[config.mk]
export PLATFORM = sky130hd
export DESIGN_NAME = clss_ctrl
export DESIGN_NICKNAME = d
export VERILOG_FILES = /design/src/rtl/core/clss_pkg.sv /design/src/rtl/core/clss_ctrl.sv
export SDC_FILE = /design/constraint.sdc
export NUM_CORES = 1
export LEC_CHECK = 0
export BUFFER_PORTS_ARGS = -buffer_cell sky130_fd_sc_hd__buf_2
export CAP_MARGIN = 10
export CORE_AREA = 2 2 51 100
export DETAILED_ROUTE_END_ITERATION = 6
export DIE_AREA = 0 0 53 102
export PLACE_DENSITY = 0.77
export REMOVE_ABC_BUFFERS = 1
export SLEW_MARGIN = 20
export SYNTH_ARGS = -nofsm -noshare
export SYNTH_HDL_FRONTEND = slang
export SYNTH_SLANG_ARGS = --single-unit
export TNS_END_PERCENT = 30
[constraint.sdc]
create_clock -name vclk -period 3
set_input_delay 0.15 -clock vclk [all_inputs]
set_output_delay 0.15 -clock vclk [all_outputs]
set_load 0.02 [all_outputs]
[src/rtl/core/clss_pkg.sv]
package clss_pkg;

  // sequencer states, codes as seen on machine_state
  typedef enum logic [2:0] {
    ST_WAIT  = 3'd0,
    ST_DRIVE = 3'd1,
    ST_PAUSE = 3'd2,
    ST_NEXT  = 3'd3,
    ST_EMERG = 3'd4
  } st_e;

  // pending request bit positions
  localparam int unsigned RQ_EMERG   = 0;
  localparam int unsigned RQ_START   = 1;
  localparam int unsigned RQ_FINISH  = 2;
  localparam int unsigned RQ_RESUME  = 3;
  localparam int unsigned RQ_RESTART = 4;
  localparam int unsigned RQ_W       = 5;

  // configuration register indexes
  localparam int unsigned CFG_IDX_W  = 2;
  localparam int unsigned CFG_DATA_W = 16;
  localparam logic [CFG_IDX_W-1:0] CFG_LINE_COUNT = 2'd0;
  localparam logic [CFG_IDX_W-1:0] CFG_FORWARD    = 2'd1;
  localparam logic [CFG_IDX_W-1:0] CFG_TIMEOUT    = 2'd2;

  localparam int unsigned LINE_COUNT_W = 9;
  localparam int unsigned TIMER_W      = 16;
  localparam int unsigned ADDR_W       = 8;
  localparam int unsigned LINE_OUT_W   = 8;
  localparam int unsigned ADDR_SPAN    = 256;

  localparam logic [TIMER_W-1:0] TIMEOUT_RESET = 16'd3;

  localparam int unsigned MAX_LINES_DEF    = 256;
  localparam int unsigned MAGNET_COUNT_DEF = 24;

  // control state kept in flops
  typedef struct packed {
    st_e               state;
    logic              paused;
    logic [RQ_W-1:0]   pend;
    logic [TIMER_W-1:0] elapsed;
  } ctl_t;

  // per-step request pulses and levels
  typedef struct packed {
    logic emergency;
    logic start;
    logic finish;
    logic pause;
    logic resume;
    logic restart;
    logic sensor;
    logic card;
    logic tick;
  } req_t;

endpackage

[src/rtl/core/clss_ctrl.sv]
module clss_ctrl
  import clss_pkg::*;
#(
  parameter int unsigned MaxLines = MAX_LINES_DEF
) (
  input  ctl_t                          ctl_i,
  input  logic [$clog2(MaxLines)-1:0]   ptr_i,
  input  logic [$clog2(MaxLines+1)-1:0] cnt_i,
  input  logic                          fwd_i,
  input  logic [TIMER_W-1:0]            limit_i,
  input  req_t                          req_i,
  output ctl_t                          ctl_o,
  output logic [$clog2(MaxLines)-1:0]   ptr_o,
  output logic                          load_o
);

  localparam int unsigned AW = $clog2(MaxLines);
  localparam int unsigned CW = $clog2(MaxLines + 1);

  typedef struct packed {
    logic [RQ_W-1:0] take;
    logic            clr_line;
    logic            step;
    logic            load;
    logic            set_pause;
    logic            clr_pause;
    logic            clr_elapsed;
  } act_t;

  logic [RQ_W-1:0]    pend_m;
  logic               paused_m;
  logic [TIMER_W-1:0] elapsed_m;
  logic               overrun;
  logic [AW-1:0]      ptr_step;
  st_e                state_d;
  act_t               act;

  // latch the pulses and run the tick timer before deciding
  always_comb begin
    pend_m              = ctl_i.pend;
    pend_m[RQ_EMERG]    = ctl_i.pend[RQ_EMERG] | req_i.emergency;
    pend_m[RQ_START]    = ctl_i.pend[RQ_START] | req_i.start;
    pend_m[RQ_FINISH]   = ctl_i.pend[RQ_FINISH] | req_i.finish;
    pend_m[RQ_RESUME]   = ctl_i.pend[RQ_RESUME] | req_i.resume;
    pend_m[RQ_RESTART]  = ctl_i.pend[RQ_RESTART] | req_i.restart;
  end

  assign paused_m  = ctl_i.paused | req_i.pause;
  assign elapsed_m = (req_i.tick && (ctl_i.elapsed != '1)) ?
                     ctl_i.elapsed + TIMER_W'(1) : ctl_i.elapsed;
  assign overrun   = elapsed_m > limit_i;

  // wrapping line step
  always_comb begin
    if (fwd_i) begin
      ptr_step = ((CW'(ptr_i) + CW'(1)) >= cnt_i) ? '0 : ptr_i + AW'(1);
    end else begin
      ptr_step = (ptr_i == '0) ? AW'(cnt_i - CW'(1)) : ptr_i - AW'(1);
    end
  end

  // next state and actions
  always_comb begin
    state_d = ctl_i.state;
    act     = '0;
    unique case (ctl_i.state)
      ST_DRIVE: begin
        if (pend_m[RQ_EMERG]) begin
          act.take[RQ_EMERG] = 1'b1;
          state_d            = ST_EMERG;
        end else if (pend_m[RQ_FINISH]) begin
          act.take[RQ_FINISH] = 1'b1;
          act.clr_line        = 1'b1;
          state_d             = ST_WAIT;
        end else if (paused_m || overrun) begin
          act.set_pause = 1'b1;
          state_d       = ST_PAUSE;
        end else if (req_i.sensor) begin
          state_d = ST_NEXT;
        end
      end
      ST_PAUSE: begin
        if (pend_m[RQ_EMERG]) begin
          act.take[RQ_EMERG] = 1'b1;
          act.clr_pause      = 1'b1;
          state_d            = ST_EMERG;
        end else if (pend_m[RQ_FINISH]) begin
          act.take[RQ_FINISH] = 1'b1;
          act.clr_pause       = 1'b1;
          act.clr_line        = 1'b1;
          state_d             = ST_WAIT;
        end else if (pend_m[RQ_RESUME]) begin
          act.take[RQ_RESUME] = 1'b1;
          act.clr_pause       = 1'b1;
          act.clr_elapsed     = 1'b1;
          state_d             = ST_DRIVE;
        end
      end
      ST_NEXT: begin
        if (pend_m[RQ_EMERG]) begin
          act.take[RQ_EMERG] = 1'b1;
          state_d            = ST_EMERG;
        end else if (pend_m[RQ_FINISH]) begin
          act.take[RQ_FINISH] = 1'b1;
          act.clr_line        = 1'b1;
          state_d             = ST_WAIT;
        end else if (paused_m) begin
          state_d = ST_PAUSE;
        end else if (!req_i.sensor) begin
          act.step = 1'b1;
          act.load = 1'b1;
          state_d  = ST_DRIVE;
        end
      end
      ST_EMERG: begin
        if (!req_i.card || pend_m[RQ_FINISH]) begin
          act.take[RQ_FINISH] = 1'b1;
          act.clr_line        = 1'b1;
          state_d             = ST_WAIT;
        end else if (pend_m[RQ_RESTART]) begin
          act.take[RQ_RESTART] = 1'b1;
          act.set_pause        = 1'b1;
          state_d              = ST_PAUSE;
        end
      end
      default: begin
        state_d = ST_WAIT;
        if (pend_m[RQ_EMERG]) begin
          act.take[RQ_EMERG] = 1'b1;
          state_d            = ST_EMERG;
        end else if (pend_m[RQ_START]) begin
          act.take[RQ_START] = 1'b1;
          act.load           = 1'b1;
          state_d            = ST_DRIVE;
        end
      end
    endcase
  end

  // apply actions
  always_comb begin
    ctl_o.state   = state_d;
    ctl_o.pend    = pend_m & ~act.take;
    ctl_o.paused  = act.set_pause ? 1'b1 : (act.clr_pause ? 1'b0 : paused_m);
    ctl_o.elapsed = (act.load || act.clr_elapsed) ? '0 : elapsed_m;
    if (act.clr_line) begin
      ptr_o = '0;
    end else if (act.step) begin
      ptr_o = ptr_step;
    end else begin
      ptr_o = ptr_i;
    end
    load_o = act.load;
  end

endmodule

==> metrics.txt, run 1 <==
total length of routed wires=between 7000 and 8000 um; IO Count=roughly 100; Setup crit start=ctl_i[10]; GRT Total Usage=26.1%; Synth Instances=290; Port Buffer Count=about 100; Crit. End Element=primary output; FMAX=329 MHz; RSZ-0062 raised after global routing=true; Post-Route Utilization=59.6%; Max FO, Critical Path=4; drt first pass iters=4; Die Footprint=~5400 um2; Routed WL per cell=16.3 um; Final period util=101%; Syn Area/Cell=approximately 6.7 um2; Initial Util=between 40 and 50%; Synth Area in Compound Gates=22.2%; routed vias=2713; Syn-to-layout area delta=40.8%; Sequential Area=0 um2; ANT nets after route=0; Chip Height=about 100 um; leakage=between 0.001 and 0.0015 uW; Clk pwr share=0%; Crit Path Class=in -> out; Critical Path Start Type=primary input; Max Cap Viol=0; Cells after DPL=between 400 and 500; worst slew pin tran=slightly below 0.7 ns; drt drc=0; Final Setup Violations=3; Mapped Area=~1900 um2; total power=approximately 400 uW; vias in the first global route=approximately 2600; Simple-Gate Fraction of Synth Area=around two fifths; first-pass GRT wire length=between 10000 and 15000 um; Die Span X=~53 um; core box area=approximately 4600 um2; share of post-route cells with drive strength above 1=37.1%; Hold-fix buffers, CTS=0; crit path buf inv count=5; Hold Worst Slack=0.622 ns; worst path cell trace=buf_2 > nand4_4 > nor4_4 > buf_4 > nor3_2 > buf_4 > buf_4 > xor2_1 > ha_1 > nand4_1 > a2111o_1 > o211ai_1 > nand2_1 > a31o_2 > buf_6; worst hold path class=in -> out; failing checks=negative setup slack; CP most frequent cell=buf_4; vias per cell=about 5.9; # fillers=459; GPL Wtd Cong=~0.96; multi-input combinational cell area=1840 um2; combinational share of power=100.0%; antenna diode instance count=0; total grt overflow=0; Hold Path Depth=3; critical path depth=15; Tmin final=between 3 and 4 ns; CP max stage delay=0.34 ns; clk_buf instances=0; switching share of power=between 50% and 60%; 1st-iter DRT viols=50; Slew HR=between 50% and 60%; Int Pwr=approximately 170 uW; Rows=35; crit path DAT=2.89 ns; initial antenna violation count=0; DP Wirelength=~6300 um; Unique masters post-synth=54; Largest delay share family, worst path=simple AND/OR/NAND/NOR gates; status=finished with violations; pwr/cell area=146 nW/um2; Final Max Slew Viols=0; VDD IR max=approximately 0.087 mV; Final TNS setup=-0.0640 ns; Post-Synth XOR/XNOR Area=a little over a tenth; crit path max-delay cell type=a2111o_1; main combinational cell family by area after synthesis=simple AND/OR/NAND/NOR gates; post-synthesis adder-cell area fraction=about a fifth; final hold vios=0; nets=roughly 500; Flop pwr share=0%; Seq/Total Area, Yosys=0%; net switching power=233 uW; worst hold path startpoint=ctl_i[20]; Req. time, crit path=2.85 ns; largest net degree at the start of global routing=17; final instance count without filler cells=roughly 460; YS warnings=0; seq_cells=0; post-synthesis mux area share=1.16%; post-route worst setup slack=-0.0388 ns
## through the flow
| stage | instance area (um2) | setup WS [ns] |
|---|---|---|
| after floorplan | 1890 | 0.131 |
| after global placement | 2620 | -0.0276 |
| after detailed placement | 2620 | -0.102 |
| after CTS | 2620 | 0.00934 |
| after global routing | 2740 | -0.145 |
| final | 2740 | -0.0388 |
## power by group through the flow
stage	sequential, uW	combinational (uW)	clock, uW
finish	0	401	0
global route	0	436	0
CTS	0	379	0
detailed placement	0	377	0
global placement	0	370	0
floorplan	0	209	0
## synthesized netlist by cell type (7+ instances only)
library cell	number	area, um2
a21oi_1	15	75.1
a31oi_1	8	50.1
and3_1	7	43.8
ha_1	29	363
inv_1	32	120
nand2_1	18	67.6
nand3_1	17	85.1
nand4_1	9	56.3
nor2_1	28	105
nor2b_1	17	106
o21ai_0	11	55.1
xnor2_1	17	149
xor2_1	7	61.3
## cells by family (layout without fill, tap and decap cells)
kind of cell,Yosys count,in the layout
simple gates,130,130
compound gates,65,65
buf+inv,40,157
fa+ha+maj,29,29
xor+xnor,24,24
mux,2,2
## layer usage
layer	global-route usage (%)	up-vias	routed length, um
li1	-	1295	-
met1	21.4	1250	2390
met2	54.4	131	4330
met3	1.46	37	354
met4	16.8	0	465
met5	0	-	0
## worst paths after layout
path / end / slack (ns)
worst min-delay path: ctl_o[24] / 0.62
worst max-delay path: ctl_o[22] / -0.04
## placed cells by master (no fill, tap or decap), types with 4 or more instances in the layout
master   synthesis  layout
buf_4            0      24
inv_1           32      31
a32o_1           4       4
nor2_1          28      28
buf_2            6      98
a31oi_1          8       8
nand2_1         18      18
o21ai_0         11       9
xor2_1           7       7
ha_1            29      28
nor3_1           5       4
xnor2_1         17      15
o21ai_1          3       5
and3_1           7       7
nand3_1         17      17
a21oi_1         15      14
nor2b_1         17      17
nand4_1          9       9
## layout make-up
type / count / share of cell area [%]
timing repair buffer: 125 / 25.8
multi-input combinational: 250 / 67.3
tap: 55 / 2.51
inverter: 32 / 4.38
## repair_timing
action | 4_1_cts | 5_1_grt
resized for setup | 1 | 22
endpoints found under the setup margin | 3 | 7
gates cloned | 0 | 0
buffers inserted | 0 | 4
pin swaps | 2 | 15
No activity file was read; power rests on OpenSTA's default activity.
==> inputs of run 2 (changes only) <==
- CORE_AREA: 2 2 51 100 -> 8 8 57 106
- DIE_AREA: 0 0 53 102 -> 0 0 65 114
- RECOVER_POWER: unset -> 25
==> metrics.txt, run 2 (synthesis gave the netlist of run 1 again) <==
CP most frequent cell=nand4_1; Max FO, Critical Path=5 (+1); total length of routed wires=8130 um (+7.8%); dpl cell area=2630 um2 (+0.57%); RSZ-0062 raised after global routing=true; Post-Route Utilization=59.4% (-0.24 points); Chip Height=114 um (+12%); largest net degree at the start of global routing=17 (unchanged); GPL Wtd Cong=0.988 (+2.9%); routed vias=2731 (+0.66%); Die Span X=65 um (+23%); total grt overflow=0 (unchanged); Hold Worst Slack=0.638 ns (+0.0163 ns); DP Wirelength=6910 um (+9.1%); Tmin final=3.04 ns (+0.0000491 ns); worst hold path class=in -> out; Critical Path Start Type=primary input; crit path max-delay cell type=a2111o_1; Sequential Area=0 um2 (unchanged); worst slew pin tran=0.684 ns (+0.00375 ns); Die Footprint=7410 um2 (+37%); Hold-fix buffers, CTS=0 (unchanged); pwr/cell area=144 nW/um2 (-1.2%); Crit Path Class=in -> out; share of post-route cells with drive strength above 1=35.2% (-1.9 points); Final Max Slew Viols=0 (unchanged); drt drc=0 (unchanged); clk_buf instances=0 (unchanged); Slew HR=54.3% (-0.25 points); Syn-to-layout area delta=40.2%; Routed WL per cell=17.6 um (+8.1%); failing checks=negative setup slack; crit path DAT=2.89 ns (about the same); drt first pass iters=4 (unchanged); Final Setup Violations=2 (-1); vias per cell=5.92 (+0.88%); initial antenna violation count=0 (unchanged); Req. time, crit path=2.85 ns (about the same); antenna diode instance count=0 (unchanged); seq_cells=0 (unchanged); total power=394 uW (-1.6%); vias in the first global route=2924 (+11%); Initial Util=42.3% (unchanged); cell area after layout=2730 um2 (-0.41%); final hold vios=0 (unchanged); Final period util=101% (about the same); nets=505 (-0.20%); core box area=4600 um2 (unchanged); status=finished with violations; pre-CTS WS=-0.107 ns (-0.00455 ns); ANT nets after route=0 (unchanged); VDD IR max=0.0836 mV (-3.5%); most common cell after layout, fill and taps aside=buf_2; 1st-iter DRT viols=150 (+200%); IO Count=102 (unchanged); worst path cell trace=buf_8 > ha_4 > nand4_1 > nor4_4 > buf_4 > nor3b_4 > nand4_1 > xnor2_1 > ha_1 > nand4_1 > a2111o_1 > o211ai_1 > nand2_1 > a31o_2 > buf_6; CP max stage delay=0.44 ns (+0.10 ns); FMAX=329 MHz (about the same); Port Buffer Count=102 (unchanged); Max Cap Viol=0 (unchanged); GRT Total Usage=20.4% (-5.7 points); Crit. End Element=primary output; leakage=0.00139 uW (-0.34%); post-route worst setup slack=-0.0388 ns (-0.0000491 ns); most frequent cells in the layout=buf_2 (92), inv_1 (32), nor2_1 (28), ha_1 (28), buf_4 (22); Rows=35 (unchanged); first-pass GRT wire length=12500 um (+15%)
==> run 2: path summary, 6_finish.rpt <==
path                      start        end  depth (start not counted)
worst max-delay path   ctl_i[1]  ctl_o[22]                         15
worst min-delay path  ctl_i[20]  ctl_o[24]                          3
==> run 2: layout make-up <==
class | count | area, um2
multi-input cells | 250 | 1840
fillers | 453 | 1870
inverters | 32 | 120
well taps | 55 | 68.8
repair buffers | 124 | 704
==> run 2: report_power, final <==
| part | switching, uW | internal (uW) | total (uW) |
|---|---|---|---|
| combinational | 230 | 164 | 394 |
| clock | 0 | 0 | 0 |
| sequential | 0 | 0 | 0 |
| total | 230 | 164 | 394 |
==> run 2: what timing repair did <==
item	CTS	global route
buffers inserted	0	1
pin swaps	9	11
resized for setup	6	17
endpoints found under the setup margin	3	8
==> run 2: per-layer routing <==
| layer | track usage [%] | routed length, um | up-vias |
|---|---|---|---|
| li1 | - | - | 1292 |
| met1 | 17.3 | 2660 | 1262 |
| met4 | 10.7 | 393 | 0 |
| met3 | 5.20 | 590 | 33 |
| met5 | 0 | 0 | - |
| met2 | 40.5 | 4490 | 144 |
==> run 2: metrics by stage <==
step / cells / setup TNS (ns)
3_3_place_gp: 460 / -0.0402
5_1_grt: 461 / -0.307
2_1_floorplan: 282 / 0
6_report: 461 / -0.0402
4_1_cts: 460 / 0
3_5_place_dp: 460 / -0.205
==> run 2: worst max-delay path, delay by kind of cell <==
family | cells | cell delay, ns
buf+inv | 3 | 0.38
compound gates | 3 | 0.82
xor+xnor | 1 | 0.17
simple gates | 6 | 0.92
fa+ha+maj | 2 | 0.46
